==> src/sv/fit_policy_allocator_with_eviction_unit_assert.svh <==
// Assertion macros for the fit policy allocator.
`ifndef FIT_POLICY_ALLOCATOR_WITH_EVICTION_UNIT_ASSERT_SVH
`define FIT_POLICY_ALLOCATOR_WITH_EVICTION_UNIT_ASSERT_SVH

// Same-cycle implication, sampled on clk, off during reset.
`define FPA_ASSERT_NOW(lbl, ante, cons) \
  lbl: assert property (@(posedge clk) disable iff (rst) (ante) |-> (cons)) \
    else $error("allocator check failed");

// Next-cycle implication, sampled on clk, off during reset.
`define FPA_ASSERT_NEXT(lbl, ante, cons) \
  lbl: assert property (@(posedge clk) disable iff (rst) (ante) |=> (cons)) \
    else $error("allocator check failed");

`endif

==> src/sv/fpa_ram.sv <==
// Single write port, single registered read port memory.
`timescale 1ns / 1ps
module fpa_ram #(
  parameter int W = 1,
  parameter int D = 128
) (
  input  logic                 clk,
  input  logic                 we,
  input  logic [$clog2(D)-1:0] waddr,
  input  logic [W-1:0]         wdata,
  input  logic [$clog2(D)-1:0] raddr,
  output logic [W-1:0]         rdata
);
  logic [W-1:0] mem [D];

  always_ff @(posedge clk) begin
    if (we) begin
      mem[waddr] <= wdata;
    end
    rdata <= mem[raddr];
  end
endmodule

==> config.mk <==
export PLATFORM = sky130hd
export DESIGN_NAME = fpa_ram
export DESIGN_NICKNAME = d
export VERILOG_FILES = /design/src/sv/fit_policy_allocator_with_eviction_unit_assert.svh /design/src/sv/fpa_ram.sv
export SDC_FILE = /design/constraint.sdc
export NUM_CORES = 1
export LEC_CHECK = 0
export BUFFER_PORTS_ARGS = -buffer_cell sky130_fd_sc_hd__buf_4
export CORE_ASPECT_RATIO = 1.1
export CORE_MARGIN = 2
export CORE_UTILIZATION = 53
export DETAILED_ROUTE_END_ITERATION = 10
export PLACE_DENSITY_LB_ADDON = 0.25
export SLEW_MARGIN = 0
export SYNTH_ARGS = -nofsm -noshare
export SYNTH_HDL_FRONTEND = slang
export SYNTH_SLANG_ARGS = --single-unit
==> constraint.sdc <==
create_clock -name clk -period 2 [get_ports clk]
set_clock_uncertainty 0.1 [all_clocks]
set_input_delay 0.4 -clock clk [delete_from_list [all_inputs] [get_ports clk]]
set_output_delay 0.4 -clock clk [all_outputs]
set_load 0.02 [all_outputs]
==> impl_metrics.json <==
{
  "synth.cell_area_um2": 5720,
  "grt-busiest-layer": "met2",
  "cts_resized": 0,
  "post-route-period-util_pct": 99.7,
  "multi_input_area_um2": 1740,
  "ys_seq_area_share_pct": 67.6,
  "crit_arrival_ps": 2180,
  "powerDensity_nw_per_um2": 987,
  "rsz0062_at_grt": "yes",
  "critPathRequiredTime_ps": 2190,
  "syn-instance-count": 395,
  "p_int_w": 0.00534,
  "fin_hold_ws_ps": 202,
  "synth_top_cell_area_share_pct": 67.2,
  "hold_violations": 0,
  "synth_compound_area_share_pct": 0.656,
  "drtIter0Drc": 261,
  "run_status": "complete, no violations",
  "grtUsageTotal_pct": 22.8,
  "yosysMostFrequentCell": "nor2_1",
  "diodes": 0,
  "leakagePower_nw": 2.17,
  "fp.dieW_um": 103,
  "end_kind": "register",
  "use_met2_pct": 36.1,
  "vias": 3432,
  "switchingPower_w": 0.00135,
  "syn-num-nets": 412,
  "hold_buffers": 0,
  "avgSynthCellArea_um2": 14.5,
  "gr-usage-met1_pct": 31.1,
  "crit_type": "register to register",
  "die_area_um2": 11600,
  "async_flop_share_pct": 0,
  "fillers": 781,
  "seq_area_um2": 3860,
  "p_sw_share_pct": 20.2,
  "nets": 451,
  "ys_types": 30,
  "grt_antenna_before_repair": 0,
  "post-dp-hpwl_um": 7370,
  "syn_to_final_growth_pct": 18.5,
  "cts_tree": "done",
  "yosysWarnings": 0,
  "period_minus_slack_ps": 1990,
  "synth_simple_gate_area_share_pct": 14.9,
  "clkTransAtPathRegs_ps": 60,
  "coreArea_um2": 10400,
  "fmax_mhz": 501,
  "synth_xor_area_share_pct": 0,
  "synth_edf_count": 128,
  "post_cts_buffers": 0,
  "setup_violations": 0,
  "grt_util_met3_pct": 6.79,
  "clkPwrFrac_pct": 49.8,
  "synth_top_flop_cell": "edfxtp_1",
  "die_y_um": 113,
  "grt_overflow": 0,
  "grt_pass1_wl_um": 18700,
  "cts_num_sinks": 129,
  "port_buffers": 17,
  "combinationalPowerShare_pct": 5.5,
  "vias_per_cell": 5.82,
  "htreeDepth": 4,
  "routedWlPerCell_um": 20.2,
  "path_max_fanout": 1,
  "critPathLaunchType": "register",
  "rows": 39,
  "finalMaxSlewViolations": 0,
  "numCtsBuffers": 17,
  "synthMuxAreaShare_pct": 15.0,
  "start_util_pct": 54.8,
  "io_pins": 18,
  "grt_max_degree": 129,
  "hold_class": "primary input to register",
  "routed_wl_um": 11900,
  "synth_common_cells": "nor2_1, edfxtp_1, mux4_2, nand2_1",
  "synth-seq-cells": 129,
  "synthAdderAreaFrac_pct": 0,
  "drt_pass1_iterations": 4,
  "clockBufferDepth": 2,
  "drc_errors": 0,
  "root_buffer": "clkbuf_16",
  "gp_congestion": 0.814,
  "tightest_slew_ps": 437,
  "clkLatencyLatePin_ps": 420,
  "synth_area_leaders": "edfxtp_1, mux4_2, nor2_1",
  "grt_pass1_vias": 3409,
  "synth_top_area_cell": "edfxtp_1",
  "synth_top_family_by_area": "multiplexers",
  "max-slew-margin-rel_pct": 70.1,
  "maxCapViolCount": 0,
  "seq_power_share_pct": 44.7,
  "utilization_pct": 64.9,
  "ant_nets": 0,
  "irDropWorstVdd_mv": 0.563,
  "drive_above_1_share_pct": 23.0
}
## power by group through the flow
stage	clock network (W)	logic, W	registers, W
6_report	0.00334	0.000368	0.00299
2_1_floorplan	0	0.000201	0.00305
4_1_cts	0.00335	0.000370	0.00299
3_3_place_gp	0	0.000364	0.00305
3_5_place_dp	0	0.000368	0.00305
5_1_grt	0.00345	0.000399	0.00299
## path summary, 6_finish.rpt
path | startpoint | end | slack, ps | cells past startpoint
min reg2reg | mem[109]$_DFFE_PP_ | rdata$_DFF_P_ | 760 | 5
max reg2reg | mem[17]$_DFFE_PP_ | rdata$_DFF_P_ | 6 | 5
min | raddr[6] | rdata$_DFF_P_ | 200 | 3
max | mem[17]$_DFFE_PP_ | rdata$_DFF_P_ | 6 | 5
## state kept, by name (all words and copies together), names as in the netlist
| name | flops |
|---|---|
| mem | 128 |
| rdata | 1 |
## worst max-delay path: stages, from the launching register on
cell	delay, ps
edfxtp_1	380
mux4_2	460
mux4_2	490
and3b_1	180
a31oi_1	160
nand4_1	100
## per-stage QoR
stage | instances | worst slack, ps | instance area (µm²) | power, W | setup TNS, ps
3_5_place_dp | 558 | -189 | 6140 | 0.00341 | -189
4_1_cts | 590 | 21.1 | 6780 | 0.00671 | 0
3_3_place_gp | 558 | -144 | 6140 | 0.00341 | -144
6_report | 590 | 5.54 | 6780 | 0.00669 | 0
5_1_grt | 590 | -25.8 | 6780 | 0.00684 | -25.8
2_1_floorplan | 395 | -26.1 | 5720 | 0.00325 | -26.1
## routing by layer
layer  part of all wire, %  vias up  wire length, µm
met5                     0        -                0
met1                    41     1710             4900
met3                   6.9       16              817
met2                    51      142             6040
met4                   1.3        0              152
li1                      -     1564                -
## final cells by class
cell class / instances / share of cell area (%)
Clock buffer: 17 / 6.28
Clock inverter: 15 / 3.17
Inverter: 1 / 0.0554
Multi-Input combinational cell: 243 / 25.7
Sequential cell: 129 / 57.0
Tap cell: 143 / 2.64
Timing Repair Buffer: 42 / 5.20
## layout by cell type, fill, tap and decap left out, drive strengths merged
master      n
buf        42
nor4        3
nor2      132
dfxtp       1
inv         2
mux4       33
nand3      13
bufinv      5
clkinv      8
clkinvlp    1
and3b       2
a221oi      1
nand2      15
clkbuf     17
nor2b      10
nor3b       1
a22oi       1
o22ai       1
nand2b      3
nor3        4
edfxtp    128
or2         1
a2111oi     1
mux2i       9
a31oi       1
nand3b      2
nand4b      2
nand4       7
or3b        1
## cells by family (layout without fill, tap and decap cells)
kind of cell           count (synthesis)  after routing
AND/OR/NAND/NOR                      196            196
flip-flops                           129            129
multiplexers                          42             42
buffers and inverters                 23             75
AO/OA/AOI/OAI                          5              5
No activity file was read; power rests on OpenSTA's default activity.
