$ cat src/sv/fit_policy_allocator_with_eviction_unit_assert.svh
// Assertion macros for the fit policy allocator.
`ifndef FIT_POLICY_ALLOCATOR_WITH_EVICTION_UNIT_ASSERT_SVH
`define FIT_POLICY_ALLOCATOR_WITH_EVICTION_UNIT_ASSERT_SVH

// Same-cycle implication, sampled on clk, off during reset.
`define FPA_ASSERT_NOW(lbl, ante, cons) \
  lbl: assert property (@(posedge clk) disable iff (rst) (ante) |-> (cons)) \
    else $error("allocator check failed");

// Next-cycle implication, sampled on clk, off during reset.
`define FPA_ASSERT_NEXT(lbl, ante, cons) \
  lbl: assert property (@(posedge clk) disable iff (rst) (ante) |=> (cons)) \
    else $error("allocator check failed");

`endif

$ cat src/sv/fpa_pkg.sv
// Shared types and codes of the fit policy allocator.
`timescale 1ns / 1ps
package fpa_pkg;

  typedef enum logic [2:0] {
    S_CLEAR,
    S_IDLE,
    S_SCAN,
    S_DECIDE,
    S_FILL,
    S_COUNT,
    S_RESULT
  } state_t;

  localparam logic [1:0] POL_FIRST = 2'd0;
  localparam logic [1:0] POL_BEST  = 2'd1;
  localparam logic [1:0] POL_WORST = 2'd2;
  localparam logic [1:0] POL_NEXT  = 2'd3;

  localparam logic [1:0] OUT_PLACED  = 2'd0;
  localparam logic [1:0] OUT_EVICTED = 2'd1;
  localparam logic [1:0] OUT_REJECT  = 2'd2;

  localparam logic CFG_FIT_POLICY = 1'b0;
  localparam logic CFG_MAX_SWAPS  = 1'b1;

  localparam logic [1:0] SWAPS_SAT = 2'd3;

  // Control of the hole tracker during a free map pass.
  typedef struct packed {
    logic init;
    logic sample;
    logic free_bit;
    logic last;
  } scan_ctrl_t;

endpackage

$ cat src/sv/fpa_hole_track.sv
// Run tracker and fit-policy compare unit, fed one free map bit per cycle.
`timescale 1ns / 1ps
module fpa_hole_track #(
  parameter int AW = 7,
  parameter int LW = 8
) (
  input  logic               clk,
  input  logic               rst,
  input  fpa_pkg::scan_ctrl_t ctrl,
  input  logic [AW-1:0]      addr,
  input  logic [7:0]         need,
  input  logic [1:0]         policy,
  input  logic [AW-1:0]      nfp,
  output logic               found,
  output logic [AW-1:0]      where
);
  import fpa_pkg::*;

  logic          prev;
  logic [AW-1:0] run_s;
  logic [LW-1:0] run_len;
  logic          have;
  logic [AW-1:0] best_s;
  logic [LW-1:0] best_len;
  logic          have_wrap;
  logic [AW-1:0] wrap_s;

  logic [AW-1:0] cur_s, ev_s;
  logic [LW-1:0] cur_len, ev_len;
  logic          ev, fits, take, take_wrap;

  always_comb begin
    cur_s   = prev ? run_s : addr;
    cur_len = prev ? run_len + LW'(1) : LW'(1);
    // a run closes on a used unit after free ones, or at the last unit
    ev      = ctrl.sample && ((!ctrl.free_bit && prev) || (ctrl.free_bit && ctrl.last));
    ev_s    = ctrl.free_bit ? cur_s : run_s;
    ev_len  = ctrl.free_bit ? cur_len : run_len;
    fits    = ev && (int'(ev_len) >= int'(need));
    take      = 1'b0;
    take_wrap = 1'b0;
    case (policy)
      POL_FIRST: take = fits && !have;
      POL_BEST:  take = fits && (!have || ev_len < best_len);
      POL_WORST: take = fits && (!have || ev_len > best_len);
      POL_NEXT: begin
        take_wrap = fits && !have_wrap;
        take      = fits && !have && ((LW'(ev_s) + ev_len) > LW'(nfp));
      end
      default: take = 1'b0;
    endcase
  end

  always_ff @(posedge clk) begin
    if (rst || ctrl.init) begin
      prev      <= 1'b0;
      have      <= 1'b0;
      have_wrap <= 1'b0;
    end else if (ctrl.sample) begin
      prev <= ctrl.free_bit;
      if (ctrl.free_bit) begin
        run_s   <= cur_s;
        run_len <= cur_len;
      end
      if (take) begin
        have     <= 1'b1;
        best_s   <= ev_s;
        best_len <= ev_len;
      end
      if (take_wrap) begin
        have_wrap <= 1'b1;
        wrap_s    <= ev_s;
      end
    end
  end

  assign found = have || have_wrap;
  assign where = have ? best_s : wrap_s;
endmodule

$ cat config.mk
export PLATFORM = sky130hd
export DESIGN_NAME = fpa_hole_track
export DESIGN_NICKNAME = d
export VERILOG_FILES = /design/src/sv/fit_policy_allocator_with_eviction_unit_assert.svh /design/src/sv/fpa_pkg.sv /design/src/sv/fpa_hole_track.sv
export SDC_FILE = /design/constraint.sdc
export NUM_CORES = 1
export LEC_CHECK = 0
export BUFFER_PORTS_ARGS = -buffer_cell sky130_fd_sc_hd__buf_2
export CORE_ASPECT_RATIO = 0.7
export CORE_MARGIN = 3
export CORE_UTILIZATION = 30
export DETAILED_ROUTE_END_ITERATION = 6
export SETUP_SLACK_MARGIN = 0.1
export SLEW_MARGIN = 30
export SYNTH_ARGS = -nofsm -noshare
export SYNTH_HDL_FRONTEND = slang
export SYNTH_SLANG_ARGS = --single-unit
$ cat constraint.sdc
create_clock -name clk -period 4.8 [get_ports clk]
set_clock_uncertainty 0.1 [all_clocks]
set_input_delay 0 -clock clk [delete_from_list [all_inputs] [get_ports clk]]
set_output_delay 0 -clock clk [all_outputs]
set_load 0.02 [all_outputs]
==> impl_metrics.json <==
{
  "cts_tree": "built",
  "coreArea_um2": 8110,
  "p_switching_mw": 0.214,
  "arrival_ns": 4.17,
  "power_density_nw_per_um2": 277,
  "fin_crit_ns": 4.31,
  "drv_slew": 0,
  "drt_iter0_drc": 137,
  "first_pass_iters": 5,
  "min_delay_path_depth": 3,
  "die_area_um2": 9770,
  "grt_overflow": 0,
  "drc": 0,
  "switching_share": 0.250,
  "leakagePower_nw": 1.39,
  "cts.reportedPaths.clkPinSlew_ns": 0.06,
  "routed_wl_mm": 6.05,
  "dp_slack_ns": 0.400,
  "drtAntennaViolNets": 0,
  "post_cts_buffers": 0,
  "cp-end-kind": "flip-flop",
  "status": "complete, no violations",
  "critical_path_class": "reg -> reg",
  "worst_path_max_delay_cell": "fa_1",
  "drive_above_1_share": 0.236,
  "die_w_um": 117,
  "comb_power_share": 0.172,
  "setup_viol": 0,
  "relSlewSlack": 0.442,
  "cts_max_level": 2,
  "start_kind": "flip-flop",
  "synth.distinct_cells": 38,
  "r2r_cells": 15,
  "reg2reg_to": "best_len[5]$_DFFE_PP_",
  "cts_root_buf": "clkbuf_16",
  "required_ns": 4.65,
  "crit_chain": "ha_1, nand3_1, o21ai_0, fa_1, a21o_1, a21oi_1, o21bai_1, a21oi_1, xnor2_1, ha_1, nand3_1, o21ai_0, a21oi_1, o311ai_1, o211ai_4",
  "synth-seq-cells": 40,
  "hold_violations": 0,
  "hpwl_mm": 4.76,
  "place.gp.congestion": 0.850,
  "fillers": 810,
  "hold_class": "in -> reg",
  "vias": 1910,
  "pwr-share-seq": 0.457,
  "max_freq_ghz": 0.232,
  "place_inst": 378,
  "drv_cap": 0,
  "rows": 27,
  "fin_crit_sh": 0.899,
  "start_util": 0.318,
  "io_buffers": 37,
  "grt_max_degree": 17,
  "rsz0062_at_grt": "no",
  "clock_sinks": 40,
  "final_cells": 389,
  "grt_pass1_vias": 1784,
  "clock_power_share": 0.371,
  "layout.nets": 352,
  "regToRegSetupSlack_ns": 0.49,
  "cpPeakStageDelay_ns": 0.56,
  "die_h_um": 83.6,
  "grt_use_total": 0.130,
  "p_int_mw": 0.642,
  "grt_pass1_wl_mm": 9.64,
  "synth_warnings": 0,
  "path_max_fanout": 15,
  "irDropWorstVdd_mv": 0.167,
  "yosysSeqAreaShare": 0.454,
  "min-delay-start": "addr[4]",
  "syn_area_um2": 2580,
  "synth_nets": 305,
  "fin_ws_ns": 0.485,
  "num_antenna_cells": 0,
  "cts_made_buffers": 5,
  "layout_common_cells": "edfxtp_1 (37), buf_2 (37), ha_1 (34), nand2_1 (32), inv_1 (29)",
  "hold_end": "best_s[4]$_DFFE_PP_",
  "worst_pin_slew_ns": 0.828,
  "wl_per_cell_um": 15.6,
  "vias_per_cell": 4.91,
  "crit_top_cell": "a21oi_1",
  "syn2layout_area_growth_pct": 19.7,
  "insertion_delay_ns": 0.28,
  "cts_max_path_buffers": 2,
  "antenna_found_initial": 0,
  "syn_inst": 240,
  "r2r-start": "run_len[0]$_DFFE_PP_",
  "pin_count": 38,
  "synth.avg_cell_area_um2": 10.7,
  "setup_tns_ns": 0
}
[stage by stage]
step / power, mW / utilization / instance area [um^2] / hold slack, ns
after floorplan: 0.495 / - / 2580 / -0.0232
after global routing: 0.903 / 0.381 / 3090 / 0.0260
final: 0.856 / 0.381 / 3090 / 0.00738
after detailed placement: 0.542 / 0.358 / 2910 / 0.0872
after CTS: 0.863 / 0.380 / 3080 / 0.00787
after global placement: 0.541 / 0.358 / 2910 / 0.0893
[area by class of cell]
| cell class | count | area (um^2) | area share |
|---|---|---|---|
| Inverter | 29 | 109 | 0.0353 |
| Sequential cell | 40 | 1170 | 0.379 |
| Timing Repair Buffer | 44 | 245 | 0.0794 |
| Clock inverter | 3 | 18.8 | 0.00608 |
| Multi-Input combinational cell | 167 | 1290 | 0.419 |
| Clock buffer | 5 | 125 | 0.0405 |
| Tap cell | 101 | 126 | 0.0409 |
[worst max path at each step]
stage / slack, ns / endpoint / cells past startpoint / startpoint
final: 0.49 / best_len[5]$_DFFE_PP_ / 15 / run_len[0]$_DFFE_PP_
after global routing: 0.12 / best_len[3]$_DFFE_PP_ / 15 / run_len[0]$_DFFE_PP_
after CTS: 0.39 / best_len[5]$_DFFE_PP_ / 15 / run_len[0]$_DFFE_PP_
after detailed placement: 0.40 / best_s[3]$_DFFE_PP_ / 15 / run_len[0]$_DFFE_PP_
after global placement: 0.56 / best_s[3]$_DFFE_PP_ / 15 / run_len[0]$_DFFE_PP_
after floorplan: 0.95 / best_len[0]$_DFFE_PP_ / 15 / run_len[0]$_DFFE_PP_
[cell families after synthesis]
| logic type | share of synthesized area |
|---|---|
| multiplexers | 0.0427 |
| XOR/XNOR | 0.0238 |
| flip-flops | 0.454 |
| AO/OA/AOI/OAI | 0.123 |
| adder cells (fa/ha/maj) | 0.173 |
| AND/OR/NAND/NOR | 0.135 |
| buffers and inverters | 0.0485 |
[state kept, by name, summed over array words and instances (netlist names)]
signal,flops
prev,1
run_len,8
have_wrap,1
best_s,7
have,1
run_s,7
best_len,8
wrap_s,7
[per-layer routing]
| metal | part of all wire | vias to the layer above | global-route usage |
|---|---|---|---|
| met5 | 0 | - | 0 |
| met4 | 0.016 | 0 | 0.0406 |
| met3 | 0.070 | 8 | 0.0348 |
| met2 | 0.39 | 61 | 0.170 |
| met1 | 0.53 | 880 | 0.203 |
| li1 | - | 961 | - |
[power groups by stage]
stage               clock network (mW)  registers (mW)  logic, mW
floorplan                            0           0.397     0.0984
global placement                     0           0.399      0.143
detailed placement                   0           0.398      0.144
CTS                              0.325           0.391      0.147
global route                     0.344           0.392      0.167
finish                           0.318           0.391      0.147
[synthesized netlist by cell type (all sizes together)]
cell type | number | area share
edfxtp | 37 | 0.43
ha | 34 | 0.16
nand2 | 32 | 0.047
inv | 29 | 0.042
o21ai | 16 | 0.032
a21oi | 11 | 0.023
nor2 | 11 | 0.016
nand4 | 9 | 0.027
mux2 | 8 | 0.035
a21o | 7 | 0.021
nand3 | 6 | 0.012
clkbuf | 4 | 0.0063
nor2b | 4 | 0.013
xnor2 | 4 | 0.014
a211oi | 3 | 0.0087
dfxtp | 3 | 0.023
o211ai | 3 | 0.011
xor2 | 3 | 0.010
a2111oi | 2 | 0.021
mux2i | 2 | 0.0078
nor3 | 2 | 0.0039
or3 | 2 | 0.0048
and2 | 1 | 0.0029
and3 | 1 | 0.0024
fa | 1 | 0.0078
nand2b | 1 | 0.0024
nand3b | 1 | 0.0029
o21bai | 1 | 0.0029
o311ai | 1 | 0.0034
or2 | 1 | 0.0024
[timing repair]
item | 4_1_cts | 5_1_grt
resized for setup | 0 | 1
endpoints found under the hold margin | 3 | 0
hold buffers | 3 | 0
endpoints found under the setup margin | 0 | 15
[critical path: cells and delay by family (launching register included)]
kind | cells | cell delay [ns]
AOI/OAI and AO/OA | 9 | 1.98
adders and majority gates | 3 | 1.18
DFF | 1 | 0.45
and+or+nand+nor | 2 | 0.18
xor gates and xnor gates | 1 | 0.10
(Power assumes the default switching activity.)
